==> config.mk <==
export PLATFORM = sky130hd
export DESIGN_NAME = gbs_ctrl
export DESIGN_NICKNAME = d
export VERILOG_FILES = /design/src/rtl/core/gbs_pkg.sv /design/src/rtl/core/gbs_ctrl.sv
export SDC_FILE = /design/constraint.sdc
export NUM_CORES = 1
export LEC_CHECK = 0
export BUFFER_PORTS_ARGS = -buffer_cell sky130_fd_sc_hd__buf_4
export CORE_AREA = 2 2 39 41
export DETAILED_ROUTE_END_ITERATION = 10
export DIE_AREA = 0 0 41 43
export PLACE_DENSITY_LB_ADDON = 0.2
export SYNTH_ARGS = -nofsm -noshare
export SYNTH_HDL_FRONTEND = slang
export SYNTH_SLANG_ARGS = --single-unit
==> constraint.sdc <==
create_clock -name clk_i -period 2.45 [get_ports clk_i]
set_input_delay 0.3675 -clock clk_i [delete_from_list [all_inputs] [get_ports clk_i]]
set_output_delay 0.3675 -clock clk_i [all_outputs]
set_load 0.03 [all_outputs]
==> src/rtl/core/gbs_pkg.sv <==
// Shared types and constants for the greedy box suppressor.
package gbs_pkg;

  localparam int unsigned MAX_KEPT  = 64;
  localparam int unsigned MAX_BOXES = 1024;

  localparam int unsigned ADDR_W = $clog2(MAX_KEPT);
  localparam int unsigned CNT_W  = $clog2(MAX_KEPT + 1);
  localparam int unsigned NUM_W  = $clog2(MAX_BOXES);
  localparam int unsigned THR_W  = 9;

  localparam logic [THR_W-1:0] THR_RESET = 9'd102;

  typedef struct packed {
    logic               frame_start;
    logic signed [15:0] box_x;
    logic signed [15:0] box_y;
    logic        [14:0] box_width;
    logic        [14:0] box_height;
  } box_in_t;

  typedef struct packed {
    logic [9:0] box_number;
    logic       keep;
    logic [6:0] kept_slot;
    logic       list_full;
  } result_t;

  // controller -> datapath
  typedef struct packed {
    logic load;
    logic issue;
    logic finish;
  } dp_cmd_t;

  // datapath -> controller
  typedef struct packed {
    logic scan_end;
    logic pipe_empty;
  } dp_status_t;

endpackage

==> src/rtl/core/gbs_ctrl.sv <==
// Sequencer: load, scan of the kept list, pipeline drain, finish.
module gbs_ctrl (
  input  logic                clk_i,
  input  logic                rst_ni,
  input  logic                start,
  output logic                busy,
  output gbs_pkg::dp_cmd_t    cmd_o,
  input  gbs_pkg::dp_status_t status_i
);
  import gbs_pkg::*;

  typedef enum logic [3:0] {
    ST_IDLE  = 4'b0001,
    ST_SCAN  = 4'b0010,
    ST_DRAIN = 4'b0100,
    ST_FIN   = 4'b1000
  } state_e;

  state_e state_q, state_d;

  always_comb begin
    state_d      = state_q;
    cmd_o        = '0;
    unique case (state_q)
      ST_IDLE: begin
        if (start) begin
          cmd_o.load = 1'b1;
          state_d    = ST_SCAN;
        end
      end
      ST_SCAN: begin
        if (status_i.scan_end) begin
          state_d = ST_DRAIN;
        end else begin
          cmd_o.issue = 1'b1;
        end
      end
      ST_DRAIN: begin
        if (status_i.pipe_empty) begin
          state_d = ST_FIN;
        end
      end
      ST_FIN: begin
        cmd_o.finish = 1'b1;
        state_d      = ST_IDLE;
      end
      default: begin
        state_d = ST_IDLE;
      end
    endcase
  end

  always_ff @(posedge clk_i or negedge rst_ni) begin
    if (!rst_ni) begin
      state_q <= ST_IDLE;
    end else begin
      state_q <= state_d;
    end
  end

  assign busy = (state_q != ST_IDLE);

  assert property (@(posedge clk_i) disable iff (!rst_ni)
    cmd_o.finish |-> status_i.pipe_empty)
    else $error("finish while compares still in flight");

  assert property (@(posedge clk_i) disable iff (!rst_ni)
    cmd_o.load |=> busy)
    else $error("not busy after a transfer");

  assert property (@(posedge clk_i) disable iff (!rst_ni)
    $onehot0({cmd_o.load, cmd_o.issue, cmd_o.finish}))
    else $error("overlapping datapath commands");

endmodule

==> flow_summary_export.csv, run 1 <==
group,metric,value,unit
run_status,status,"completed",
timing,worstMarginPinSlew,0.261,ns
finish,diodes,0,
yosys,synth_top_area_share,31.9,%
finish,finish.utilization,25.0,%
timing,rsz0062_at_grt,"false",
critical_path,cp.required,2.08,ns
yosys,synthTopCellsByArea,"dfrtp_1 (32%), dfstp_2 (11%), nand3b_1 (9.6%), or3b_1 (7.4%), a211oi_2 (5.3%)",
critical_path,critPathMaxFanout,10,
critical_path,cp-end-kind,"output pin",
placement,port_buffers,8,
routing,viasPerCell,4.25,
critical_path,path_class,"register to output pin",
finish,multi_input_area,125,um^2
yosys,synth-adder-area-share,0,%
finish,layout.cells.non_filler,51,
routing,routedWlPerCell,10.3,um
global_route,grt_pass1_wl,793,um
power_and_ir_drop,power.density,1120,nW/um^2
clocking,htreeDepth,1,
critical_path,cp-start-kind,"register",
placement,gp_congestion,0.663,
clocking,cts_tree,"built",
finish,layout-drive-gt1-share,40.0,%
clocking,clk_latency,0.23,ns
clocking,cts_made_buffers,3,
finish,ff_latch_area,101,um^2
power_and_ir_drop,comb_power_share,40.4,%
clocking,clkTransAtPathRegs,0.04,ns
yosys,muxShareOfSynthArea,0,%
placement,dpl.hpwl,380,um
routing,firstDrtPassIters,2,
floorplanning,core,1380,um^2
yosys,syn-num-nets,28,
timing,finalCriticalPeriod,1.80,ns
placement,dp_cells,46,
hold_path,holdCritPathClass,"input pin to register",
power_and_ir_drop,pwr-share-clk,23.0,%
floorplanning,ios,9,
global_route,grt_start_max_net_pins,11,
power_and_ir_drop,swShare,40.2,%
critical_path,cp.arrival,1.43,ns
routing,dr_total_vias,217,
timing,finalSetupViolCount,0,
run,maxCapViolations,0,
timing,finalCritPeriodShare,73.5,%
timing,max_freq,555,MHz
floorplanning,initial_core_util,17.0,%
clocking,clk_path_buf_depth,2,
yosys,synth_top_area_cell,"dfrtp_1",
power_and_ir_drop,finalPower,0.388,mW
clocking,hold_buffers,1,
yosys,synth_compound_area_share,14.4,%
yosys,synth_xor_area_share,0,%
finish,area_growth,47.3,%
timing,slew_headroom,82.3,%
finish,reg_top3,"state_q (4)",
timing,fin_skew,0.00432,ns
finish,fin_nets,41,
clocking,post_cts_resized,0,
floorplanning,rows,14,
finish,nFillCells,155,
yosys,synth.cell_area,235,um^2
yosys,yosys_warnings,0,
routing,drt_iter0_markers,1,
global_route,grt_pass1_vias,227,
floorplanning,die_h,43,um
power_and_ir_drop,leakagePower,0.145,nW
yosys,syn_avg_cell_area,10.2,um^2
timing,hold_viol,0,
yosys,ys_seq_area_share,43.1,%
yosys,synth_top_family_by_area,"simple AND/OR/NAND/NOR gates",
floorplanning,die_w,41,um
timing,fin_setup_tns,0,ns
finish,largest_reg_flops,4,
finish,regMostFlops,"state_q",
power_and_ir_drop,p_sw,0.156,mW
power_and_ir_drop,seqPwrFrac,36.6,%
clocking,clock_sinks,4,
yosys,yosysUniqueCellTypes,17,
clocking,cts_setup_buffers,0,
timing,slew_viol_final,0,
power_and_ir_drop,p_int,0.232,mW
yosys,synth-seq-cells,4,
power_and_ir_drop,vdd_drop_max,0.277,mV
global_route,antenna_found_initial,0,
yosys,syn_inst,23,
floorplanning,die_area,1760,um^2
yosys,synth-simple-area-share,38.8,%
routing,wl,524,um
timing,holdWs,0.374,ns
global_route,grtUsageTotal,7.15,%
global_route,grt-ovfl-total,0,
clocking,root_buffer,"clkbuf_4",
routing,remaining_drc_errors,0,
routing,postRouteAntennaNets,0,
==> per-stage QoR <==
step,cell area (um^2),worst slack (ns)
after floorplan,235,0.543
after global placement,310,0.889
after detailed placement,310,0.896
after CTS,347,0.629
after global routing,347,0.542
final,347,0.649
==> worst max-delay path: stages, from the launching register on <==
cell     delay, ns
dfrtp_1       0.47
or3b_1        0.39
nor3_1        0.15
buf_4         0.19
==> power groups by stage <==
stage | combinational, mW | sequential, mW | clock [mW]
6_report | 0.157 | 0.142 | 0.0893
5_1_grt | 0.169 | 0.147 | 0.0987
4_1_cts | 0.159 | 0.142 | 0.0946
3_5_place_dp | 0.157 | 0.142 | 0
3_3_place_gp | 0.157 | 0.141 | 0
2_1_floorplan | 0.130 | 0.113 | 0
==> logic make-up (layout without fill, tap and decap cells) <==
kind of cell	Yosys count	count (layout)
buf+inv	2	14
compound gates	4	4
simple gates	13	13
flops	4	4
==> layout by cell type (no fill, tap or decap) <==
master         n
a211oi_2       1
a21boi_1       1
and3b_2        1
and4b_1        1
buf_4          8
clkbuf_1       1
clkbuf_4       3
dfrtp_1        3
dfstp_2        1
dlygate4sd3_1  1
inv_1          1
nand2_1        1
nand3b_1       3
nor2_1         1
nor2b_1        1
nor3_1         1
nor4_1         2
o21ai_0        1
o311ai_1       1
or3b_1         2
==> synth_stat cells <==
master    instances
a211oi_2          1
a21boi_1          1
buf_2             1
o311ai_1          1
o21ai_0           1
nor3_1            1
and3b_2           1
nor2_1            1
nor2b_1           1
or3b_1            2
dfrtp_1           3
inv_1             1
dfstp_2           1
nand2_1           1
and4b_1           1
nor4_1            2
nand3b_1          3
==> metal layers <==
metal / GRT usage (%) / wire length [um] / share of wire (%)
met1: 7.14 / 234 / 45
met2: 10.6 / 267 / 51
met3: 1.57 / 22 / 4.2
met4: 8.00 / 0 / 0
met5: 0 / 0 / 0
==> layout make-up <==
cell class | instances | area share [%]
multi-input combinational | 17 | 36.1
sequential | 4 | 29.2
timing repair buffer | 9 | 20.2
clock buffer | 4 | 7.58
tap | 16 | 5.78
inverter | 1 | 1.08
==> path summary, 6_finish.rpt <==
check                            start         end  slack [ns]  depth (start not counted)
setup / recovery            state_q[1]    cmd_o[1]        0.65                          3
hold / removal             status_i[0]  state_q[3]        0.37                          3
setup reg to reg            state_q[1]  state_q[2]        1.30                          2
hold reg to reg             state_q[3]  state_q[2]        0.54                          1
max in group asynchronous       rst_ni  state_q[0]        1.78                          2
min in group asynchronous       rst_ni  state_q[1]        0.47                          2
Note: power is estimated with default switching activity, not from simulation.
==> inputs of run 2 (changes only) <==
- ABC_AREA: default -> 1
- clock period: 2.45 -> 1.7 ns (I/O delays scaled with it)
==> flow_summary_export.csv, run 2 <==
group,metric,value,unit
critical_path,cp-start-kind,"register",
yosys,syn-num-nets,37,
routing,viasPerCell,3.82,
routing,dr_total_vias,233,
timing,fin_skew,0.00797,ns
finish,regMostFlops,"state_q",
yosys,synth_commonest_cells,"inv_1 (7), nand2_1 (4), nor2_1 (4)",
critical_path,cp-end-kind,"output pin",
timing,hold_viol,0,
critical_path,reg2reg_depth,3,
routing,routedWlPerCell,7.51,um
finish,fin_nets,51,
timing,rsz0062_at_grt,"false",
yosys,ys_seq_area_share,40.1,%
clocking,cts_made_buffers,3,
routing,wl,458,um
timing,worstMarginPinSlew,0.246,ns
hold_path,holdCritPathClass,"input pin to register",
yosys,synth-adder-area-share,0,%
clocking,clock_sinks,4,
global_route,grtUsageTotal,8.17,%
yosys,synth.cell_area,253,um^2
yosys,yosys_warnings,0,
critical_path,max_stage_delay,0.56,ns
critical_path,startpoint,"state_q[0]",
yosys,synthTopCellsByArea,"dfrtp_1 (30%), dfstp_2 (10%), inv_1 (10%), nand3_2 (7.9%), nand2_1 (5.9%)",
timing,max_freq,680,MHz
yosys,ys.flop_type,"dfrtp_1",
timing,finalCriticalPeriod,1.47,ns
yosys,yosysUniqueCellTypes,16,
finish,layout-drive-gt1-share,42.2,%
timing,slew_viol_final,0,
yosys,synth_xor_area_share,0,%
finish,nFillCells,153,
yosys,synth_compound_area_share,1.98,%
clocking,root_buffer,"clkbuf_4",
critical_path,timing.critical_path.buf_inv,1,
critical_path,r2r_setup_slack,0.70,ns
critical_path,cp.required,1.44,ns
clocking,post_cts_resized,0,
yosys,synth-simple-area-share,46.0,%
timing,slew_headroom,83.4,%
yosys,syn_avg_cell_area,7.90,um^2
finish,largest_reg_flops,4,
hold_path,hp-start,"status_i[1]",
critical_path,cp_num_cells,3,
clocking,clk_path_buf_depth,2,
routing,firstDrtPassIters,4,
routing,remaining_drc_errors,0,
finish,reg_top3,"state_q (4)",
routing,drt_iter0_markers,3,
global_route,antenna_found_initial,0,
power_and_ir_drop,power.density,1590,nW/um^2
floorplanning,die_area,1760,um^2
floorplanning,die_h,43,um
yosys,muxShareOfSynthArea,0,%
global_route,grt_pass1_wl,903,um
floorplanning,ios,9,
yosys,synth_top_area_share,29.7,%
routing,postRouteAntennaNets,0,
placement,port_buffers,8,
timing,finalCritPeriodShare,86.5,%
yosys,syn_inst,32,
critical_path,r2r_start,"state_q[0]",
timing,fin_setup_tns,0,ns
floorplanning,die_w,41,um
yosys,synth_top_family_by_area,"simple AND/OR/NAND/NOR gates",
placement,dpl.hpwl,403,um
global_route,grt_pass1_vias,237,
critical_path,path_class,"register to output pin",
critical_path,critPathMaxFanout,5,
yosys,synth_edf_count,0,
floorplanning,initial_core_util,18.3,%
critical_path,cp.arrival,1.21,ns
floorplanning,core,1380,um^2
finish,final_common_cell,"buf_4",
yosys,synth_top_area_cell,"dfrtp_1",
clocking,clkTransAtPathRegs,0.04,ns
finish,diodes,0,
global_route,grt-ovfl-total,0,
critical_path,path_delay_family,"flip-flops",
hold_path,worstHoldPathCells,3,
critical_path,worst_path_max_delay_cell,"dfstp_2",
critical_path,crit_chain,"nand3_1 -> nor2_1 -> buf_4",
timing,holdWs,0.293,ns
critical_path,timing.rr.end,"state_q[2]",
clocking,htreeDepth,1,
global_route,grt_start_max_net_pins,6,
finish,final_cell_mix,"buf_4 (8), inv_1 (7), nor2_1 (4), nand2_1 (4)",
clocking,cts_tree,"built",
yosys,ys_async_sr_fraction,100,%
finish,area_growth,46.0,%
timing,finalSetupViolCount,0,
power_and_ir_drop,vdd_drop_max,0.918,mV
placement,gp_congestion,0.724,
run,maxCapViolations,0,
clocking,clk_latency,0.24,ns
yosys,synthMostInstantiatedCell,"inv_1",
floorplanning,rows,14,
clocking,cts_setup_buffers,0,
run_status,status,"completed",
critical_path,endpoint,"cmd_o[2]",
yosys,synth-seq-cells,4,
power_and_ir_drop,leakagePower,0.209,nW
run 2: changes by cell type in the layout (fill, tap and decap cells not counted), moves of 2 or more:
cell | previous run | this run
inv_1 | 1 | 7
nand2_1 | 1 | 4
nand3_2 | 0 | 2
nand3b_1 | 3 | 1
nand4_1 | 0 | 2
nor2_1 | 1 | 4
or3b_1 | 2 | 0
run 2: worst register-to-register path: stages (launching register included):
cell and delay [ns]:
dfstp_2 0.56, nand4_1 0.17, nand4_1 0.11, nand2_1 0.06
run 2: how the worst min path moves through the flow:
stage,end,slack (ns)
finish,state_q[2],0.29
global route,state_q[1],0.32
CTS,state_q[2],0.30
detailed placement,state_q[2],0.05
global placement,state_q[3],0.05
floorplan,state_q[1],-0.04
run 2: logic make-up (layout without fill, tap and decap cells):
family          after synthesis  count (layout)
compound gates                1               1
simple gates                 19              19
buf+inv                       8              21
flops                         4               4
run 2: per-layer routing:
metal	track usage (%)	wire length, um	up-vias
met5	0	0	-
met4	8.00	0	0
met3	3.14	16	0
met2	10.6	247	6
met1	9.48	194	100
li1	-	-	127
run 2: repair_timing:
action | in CTS | in global routing
setup endpoints to repair | 0 | 0
endpoints found under the hold margin | 4 | 0
hold buffers | 1 | 0
run 2: layout make-up:
type                            instances  area [um^2]  share of cell area, %
Timing Repair Buffer                    9         70.1                   19.0
Multi-Input combinational cell         20          121                   32.9
Sequential cell                         4          101                   27.5
Clock buffer                            4         26.3                   7.12
Inverter                                8         30.0                   8.14
Tap cell                               16         20.0                   5.42
run 2: stage by stage:
stage	util, %	total power [mW]	setup slack, ns	instances	area [um^2]
2_1_floorplan	-	0.380	0.0416	32	253
3_3_place_gp	24.1	0.469	0.475	56	333
3_5_place_dp	24.1	0.463	0.461	56	333
4_1_cts	26.7	0.600	0.206	61	369
5_1_grt	26.7	0.643	0.120	61	369
6_report	26.7	0.588	0.230	61	369
run 2: power breakdown:
| group | leakage [nW] | total [mW] | internal, mW | switching (mW) |
|---|---|---|---|---|
| clock network | 0.0150 | 0.129 | 0.0882 | 0.0404 |
| registers | 0.0512 | 0.170 | 0.136 | 0.0342 |
| logic | 0.143 | 0.289 | 0.108 | 0.181 |
| total | 0.209 | 0.588 | 0.332 | 0.256 |
